==> src/rtl/subset_sum_selector_core_defines.svh <==
// ----------------------------------------------------------------------------
// subset_sum_selector_core_defines.svh
// Assertion macros shared by the subset-sum selector RTL.
// ----------------------------------------------------------------------------
`ifndef SUBSET_SUM_SELECTOR_CORE_DEFINES_SVH
`define SUBSET_SUM_SELECTOR_CORE_DEFINES_SVH

`ifndef SYNTHESIS

// Same-cycle implication check.
`define SSUM_ASSERT_IMPL(lbl, clk, rst, ante, cons, msg) \
   lbl: assert property (@(posedge clk) disable iff (rst) (ante) |-> (cons)) \
      else $error(msg);

// Next-cycle implication check.
`define SSUM_ASSERT_NEXT(lbl, clk, rst, ante, cons, msg) \
   lbl: assert property (@(posedge clk) disable iff (rst) (ante) |=> (cons)) \
      else $error(msg);

`else

`define SSUM_ASSERT_IMPL(lbl, clk, rst, ante, cons, msg)
`define SSUM_ASSERT_NEXT(lbl, clk, rst, ante, cons, msg)

`endif

`endif

==> src/rtl/ssum_pkg.sv <==
// ----------------------------------------------------------------------------
// ssum_pkg
// Sizes, state codes and controller/datapath interface types.
// ----------------------------------------------------------------------------
`timescale 1ns / 1ps
`default_nettype none

package ssum_pkg;

   localparam int MAX_ITEMS    = 32;
   localparam int MAX_CAPACITY = 256;

   localparam int FIELD_W = 8;
   localparam int CAP_W   = (MAX_CAPACITY > 1) ? $clog2(MAX_CAPACITY) : 1;
   localparam int IDX_W   = (MAX_ITEMS > 1) ? $clog2(MAX_ITEMS) : 1;
   localparam int COUNT_W = $clog2(MAX_ITEMS + 1);
   localparam int CMP_W   = ((CAP_W > FIELD_W) ? CAP_W : FIELD_W) + 1;

   localparam int TAKE_DEPTH = MAX_ITEMS * (2 ** CAP_W);
   localparam int TAKE_AW    = (TAKE_DEPTH > 1) ? $clog2(TAKE_DEPTH) : 1;

   typedef enum logic [3:0] {
      ST_IDLE,
      ST_ROW_RD,
      ST_ROW_LD,
      ST_SWEEP,
      ST_DRAIN,
      ST_SUM_RD,
      ST_SUM_LD,
      ST_BT_CHK,
      ST_BT_EV,
      ST_EM_SCAN,
      ST_EM_LD,
      ST_EM_OUT
   } ssum_state_type;

   typedef struct packed {
      logic store;     // write incoming item
      logic row_init;  // item row index to zero
      logic load_w;    // latch row weight, column to capacity
      logic sweep;     // issue one table cell, step column down
      logic next_row;  // advance item row
      logic sum_rd;    // read best sum at capacity
      logic bt_init;   // latch sum, arm backtrack
      logic bt_rd;     // read take bit and weight of row below
      logic bt_eval;   // apply one backtrack step
      logic em_init;   // arm emission scan
      logic em_skip;   // skip an unpicked item
      logic em_load;   // load result register
      logic em_next;   // result taken, move on
      logic clear;     // drop the finished set
   } ssum_cmd_type;

   typedef struct packed {
      logic cap_zero;
      logic col_one;
      logic row_last;
      logic bt_done;
      logic picked_here;
      logic none_picked;
      logic out_last;
   } ssum_sts_type;

   // Capacity register saturated to the table width.
   function automatic logic [CAP_W-1:0] eff_cap(input logic [FIELD_W-1:0] c);
      if (32'(c) > 32'(MAX_CAPACITY - 1)) begin
         return CAP_W'(MAX_CAPACITY - 1);
      end
      return CAP_W'(c);
   endfunction

endpackage

`default_nettype wire

==> src/rtl/ssum_ctrl.sv <==
// ----------------------------------------------------------------------------
// ssum_ctrl
// Sequencer: intake, table sweep, backtrack and result emission.
// ----------------------------------------------------------------------------
`timescale 1ns / 1ps
`default_nettype none

module ssum_ctrl (
   input  wire logic                  clock,
   input  wire logic                  reset,
   input  wire logic                  req_tvalid,
   input  wire logic                  req_tlast,
   output logic                       req_tready,
   output logic                       rsp_tvalid,
   input  wire logic                  rsp_tready,
   input  wire ssum_pkg::ssum_sts_type sts,
   output ssum_pkg::ssum_cmd_type     cmd
);

   import ssum_pkg::*;

`include "subset_sum_selector_core_defines.svh"

   ssum_state_type state_ff;
   ssum_state_type state_in;
   logic           req_xfer;

   assign req_xfer = req_tvalid && req_tready;

   always_ff @(posedge clock) begin
      if (reset) begin
         state_ff <= ST_IDLE;
      end else begin
         state_ff <= state_in;
      end
   end

   // next state
   always_comb begin
      state_in = state_ff;
      unique case (state_ff)
         ST_IDLE: begin
            if (req_tvalid && req_tlast) begin
               state_in = sts.cap_zero ? ST_SUM_RD : ST_ROW_RD;
            end
         end
         ST_ROW_RD:  state_in = ST_ROW_LD;
         ST_ROW_LD:  state_in = ST_SWEEP;
         ST_SWEEP: begin
            if (sts.col_one) begin
               state_in = ST_DRAIN;
            end
         end
         ST_DRAIN:   state_in = sts.row_last ? ST_SUM_RD : ST_ROW_RD;
         ST_SUM_RD:  state_in = ST_SUM_LD;
         ST_SUM_LD:  state_in = ST_BT_CHK;
         ST_BT_CHK:  state_in = sts.bt_done ? ST_EM_SCAN : ST_BT_EV;
         ST_BT_EV:   state_in = ST_BT_CHK;
         ST_EM_SCAN: begin
            if (sts.none_picked || sts.picked_here) begin
               state_in = ST_EM_LD;
            end
         end
         ST_EM_LD:   state_in = ST_EM_OUT;
         ST_EM_OUT: begin
            if (rsp_tready) begin
               state_in = sts.out_last ? ST_IDLE : ST_EM_SCAN;
            end
         end
         default:    state_in = ST_IDLE;
      endcase
   end

   // outputs
   always_comb begin
      cmd        = '0;
      req_tready = 1'b0;
      rsp_tvalid = 1'b0;
      unique case (state_ff)
         ST_IDLE: begin
            req_tready   = 1'b1;
            cmd.store    = req_xfer;
            cmd.row_init = req_xfer && req_tlast;
         end
         ST_ROW_RD:  ;
         ST_ROW_LD:  cmd.load_w = 1'b1;
         ST_SWEEP:   cmd.sweep = 1'b1;
         ST_DRAIN:   cmd.next_row = !sts.row_last;
         ST_SUM_RD:  cmd.sum_rd = 1'b1;
         ST_SUM_LD:  cmd.bt_init = 1'b1;
         ST_BT_CHK: begin
            cmd.bt_rd   = !sts.bt_done;
            cmd.em_init = sts.bt_done;
         end
         ST_BT_EV:   cmd.bt_eval = 1'b1;
         ST_EM_SCAN: cmd.em_skip = !sts.none_picked && !sts.picked_here;
         ST_EM_LD:   cmd.em_load = 1'b1;
         ST_EM_OUT: begin
            rsp_tvalid  = 1'b1;
            cmd.em_next = rsp_tready && !sts.out_last;
            cmd.clear   = rsp_tready && sts.out_last;
         end
         default:    ;
      endcase
   end

   `SSUM_ASSERT_IMPL(a_ready_valid_excl, clock, reset, req_tready, !rsp_tvalid, "intake open while a result is offered")
   `SSUM_ASSERT_NEXT(a_busy_after_last, clock, reset, req_xfer && req_tlast, !req_tready, "intake still open after the closing item")
   `SSUM_ASSERT_IMPL(a_sweep_nonzero_cap, clock, reset, state_ff == ST_SWEEP, !sts.cap_zero, "table sweep with zero capacity")

endmodule

`default_nettype wire

==> config.mk <==
export PLATFORM = sky130hd
export DESIGN_NAME = ssum_ctrl
export DESIGN_NICKNAME = d
export VERILOG_FILES = /design/src/rtl/ssum_pkg.sv /design/src/rtl/ssum_ctrl.sv
export VERILOG_INCLUDE_DIRS = /design/src /design/src/rtl
export SDC_FILE = /design/constraint.sdc
export NUM_CORES = 1
export LEC_CHECK = 0
export ABC_AREA = 1
export BUFFER_PORTS_ARGS = -buffer_cell sky130_fd_sc_hd__buf_2
export CORE_AREA = 2 2 39 41
export DETAILED_ROUTE_END_ITERATION = 8
export DIE_AREA = 0 0 41 43
export PLACE_DENSITY_LB_ADDON = 0.2
export SLEW_MARGIN = 20
export SYNTH_ARGS = -nofsm -noshare
export SYNTH_HDL_FRONTEND = slang
export SYNTH_SLANG_ARGS = --single-unit
==> constraint.sdc <==
create_clock -name clock -period 1.26 [get_ports clock]
set_input_delay 0 -clock clock [delete_from_list [all_inputs] [get_ports clock]]
set_output_delay 0 -clock clock [all_outputs]
set_load 0.005 [all_outputs]
# ---- Yosys cells after proc, flatten, opt, wreduce, memory -nomap -nowiden
# Cells that the tools add are included.
dict set report word_totals {
  reg_bits 4
  in_bits 12
  output_inout_bits 16
}
dict set report classes {
  eq_ne 15
  muxes 23
  reduce_logical 15
}
# operator n
set op_table {}
lappend op_table {{$pmux 4 s11} 1}
lappend op_table {{$mux 4} 5}
lappend op_table {{$eq 4x3->1 const B} 4}
lappend op_table {{$eq 4x4->1 const B} 4}
lappend op_table {{$mux 1} 13}
lappend op_table {{$eq 4x2->1 const B} 2}
lappend op_table {{$ne 2x2->1 const B} 4}
lappend op_table {{$logic_and 1x1->1} 6}
lappend op_table {{$mux 3} 2}
lappend op_table {{$logic_not 1->1} 5}
lappend op_table {{$eq 4x1->1 const B} 1}
lappend op_table {{$logic_not 4->1} 1}
lappend op_table {{$mux 2} 2}
lappend op_table {{$reduce_and 4->1} 1}
lappend op_table {{$reduce_or 2->1} 1}
lappend op_table {{$logic_or 1x1->1} 1}

# ---- Logic depth before layout (Yosys ltp)
dict set report depth {
  ltp_word 5
  mapped_depth 9
  mapped_depth_nobuf 9
}

# ---- Worst setup path after synthesis
# OpenSTA, ideal clock, no wires.
dict set report synth_timing {
  kind {flip-flop to flip-flop}
  start {register state_ff[0]}
  end {register state_ff[0]}
  setup_ns 0.070
  arrival_time_ns 1.037
  path_slack_ns 0.153
  stages_incl_launch_ff 8
  synth_period_minus_slack_ns 1.107
  path_cell_list {dfxtp_1 > nor2_1 > inv_2 > nor2_1 > nor2_1 > nand3_1 > nand2_1 > a21oi_1}
}
dict set report synth_via {
  elab_chain_cells 3
  word_cells_on_any_way 19
  cone_classes {eq/ne (15); mux (1); reduce/logical (3)}
}
# element line
set synth_rtl {}
lappend synth_rtl {{start, declared} ssum_ctrl.sv:24} ;# ssum_state_type state_ff;
lappend synth_rtl {{start signal, assigned} ssum_ctrl.sv:34} ;# state_ff <= state_in;
lappend synth_rtl {{$eq 4x4->1 (tied with other cells)} ssum_ctrl.sv:41} ;# unique case (state_ff)
lappend synth_rtl {{$reduce_or 2->1 (no line) / $ne 2x2->1 (equally long branches)} n/a}
lappend synth_rtl {{$pmux 4 s11 / $reduce_and 4->1 (equally long branches)} n/a}
# Several ways; a longest one is shown, not always the timed one.
# A chain may end at the register's enable or synchronous reset.

==> flow_summary.toml <==
[timing]
setup_viol_count_final = 0
rsz0062_at_grt = "true"
tightest_slew_ns = 0.226
tns_ns = 0
period_needed_ns = 1.23
fmax_mhz = 812
slew_headroom_pct = 84.9
fin_hold_ws_ns = 0.119
skew_ns = 0.00357
fin_crit_sh_pct = 97.7
finalHoldViolCount = 0
maxSlewViolCount = 0

[clock_network]
clock_sinks = 4
clockBufferDepth = 2
clkTransAtPathRegs_ns = 0.04
insertion_delay_ns = 0.24
numCtsBuffers = 3
cts_tree = "built"
ctsHtreeMaxLevel = 1
cts-root-buf = "clkbuf_4"

[floorplan]
pin_count = 28
rows = 14
core_mm2 = 0.00138
die_area_mm2 = 0.00176
die_y_um = 43
die_w_um = 41
initial_core_util_pct = 29.3

[cells_and_area]
largest_register = "state_ff"
utilization_pct = 58.0
final_cell_mix = "buf_2, nand2_1, inv_1"
drive_above_1_share_pct = 58.7
syn_to_final_growth_pct = 98.1
final_common_cell = "buf_2"
insertedDiodeCount = 0
largest_registers = "state_ff: 4 flops"
largest_register_ffs = 4
stdcell_area_um2 = 803
fin_nets = 135

[synthesis]
synth_top_area_share_pct = 20.4
synth-seq-cells = 4
yosysTopAreaCell = "nand2_1"
syn-cell-area_um2 = 405
avgSynthCellArea_um2 = 5.13
synthesis.nets = 91
synth_warnings = 0
yosys-top-cells-area = "nand2_1, dfxtp_1, nor2_1"
yosysSeqAreaShare_pct = 19.8
syn-instance-count = 79
synthDistinctLibCells = 15

[worst_setup_path]
path_max_fanout = 5
slowest_delay_ns = 0.37
reg2reg_depth = 8
r2r_end = "state_ff[3]"
cp_cell_sequence = "buf_6 -> nand2_4 -> nor2_4 -> inv_2 -> nor3_2 -> buf_2"
crit_family = "flip-flops"
r2r_start = "state_ff[1]"
critPathRequiredTime_ns = 1.26
cp-end-kind = "output port"
worstPathBufferInverterCount = 3
rrSetupSlack_ns = 0.04
arrival_ns = 1.23
crit_slowest_cell = "dfxtp_4"
critPathLaunchType = "flop"
criticalPathCategory = "flop to output port"

[route]
vias_per_cell = 4.64
wl_per_cell_um = 10.4
vias = 636
routed_wl_um = 1420
dr.pass1.iters = 4
drt_iter0_markers = 10
detail-route-antenna-nets = 0
drc = 0

[power]
pwr-share-seq_pct = 20.8
power.internal_uw = 637
power_switching_share_pct = 45.3
finalPower_mw = 1.17
clock_power_share_pct = 14.1
total_leakage_power_nw = 0.476
ir_drop_mv = 0.687
p_comb_share_pct = 65.1
netSwitchingPower_uw = 529
p_per_area_mw_per_mm2 = 1450

[placed_design]
place.gp.congestion = 0.872
postPlaceCellArea_um2 = 606
place_hpwl_um = 1080
io_buffers = 27

[global_route]
grt_pass1_wl_um = 2040
antenna_found_initial = 0
grtUsageMet3_pct = 3.14
busiest_layer = "met2"
gr-usage-all-layers_pct = 16.7
met1_usage_pct = 21.9
grt-ovfl-total = 0
grt_start_max_net_pins = 6
grt_pass1_vias = 535
met2_usage_pct = 26.9

[min_path]
hold_start = "sts[6]"
holdPathEnd = "state_ff[2]"
min_path_type = "input port to flop"
worstHoldPathCells = 5

[status]
status = "complete, no violations"

[run]
drv_cap = 0
## repair_timing
action                     4_1_cts  5_1_grt
setup buffers                    4        2
gates resized for setup         11       29
hold endpoints to repair         4        0
pin swaps                        7       10
hold buffers                     1        0
setup endpoints to repair        5       13
## kinds of logic after synthesis
logic type      synth area share [%]
simple gates                    58.3
compound gates                  8.02
flops                           19.8
buf+inv                         13.9
## power groups by stage
stage | clock (mW) | combinational [mW] | sequential (mW)
after global placement | 0 | 0.608 | 0.196
after CTS | 0.162 | 0.643 | 0.211
after global routing | 0.173 | 0.842 | 0.246
after floorplan | 0 | 0.354 | 0.191
after detailed placement | 0 | 0.607 | 0.197
final | 0.164 | 0.759 | 0.242
## how the worst max path moves through the flow
| stage | cells after the start | startpoint | end |
|---|---|---|---|
| final | 6 | state_ff[3] | cmd[0] |
| after global routing | 6 | state_ff[3] | cmd[0] |
| after CTS | 6 | state_ff[3] | cmd[0] |
| after detailed placement | 7 | state_ff[3] | state_ff[2] |
| after global placement | 7 | state_ff[3] | state_ff[1] |
| after floorplan | 7 | state_ff[0] | state_ff[0] |
## routing by layer
layer	wire, um	vias to the layer above
met5	0	-
met4	14	0
met3	75	2
met2	742	24
met1	589	277
li1	-	333
## through the flow
step / setup WS (ns) / std cells
2_1_floorplan: 0.153 / 79
3_3_place_gp: 0.0183 / 128
3_5_place_dp: 0.00874 / 128
4_1_cts: -0.00206 / 135
5_1_grt: -0.0559 / 137
6_report: 0.0284 / 137
## synthesized netlist by cell type
cell type and n:
nand2_2 1, dfxtp_1 4, nand3_1 7, a21oi_1 4, nor2_1 14, nor2_2 4
inv_1 13, and3_1 1, nand3b_1 1, nand2_1 22, o21ai_0 1, and2_1 1
inv_2 2, nor3_1 3, o211ai_1 1
## tightest hold or removal path: cells and delay by family
kind,cells,cell delay [ns]
AOI/OAI and AO/OA,1,0.06
buffers and inverters,1,0.07
and+or+nand+nor,3,0.18
## final cells by class
| class | instances | area (um2) |
|---|---|---|
| Sequential cell | 4 | 92.6 |
| Tap cell | 16 | 20.0 |
| Multi-Input combinational cell | 60 | 374 |
| Fill cell | 137 | 581 |
| Clock buffer | 3 | 22.5 |
| Timing Repair Buffer | 39 | 235 |
| Inverter | 15 | 58.8 |
Power figures use the tool's default switching activity.
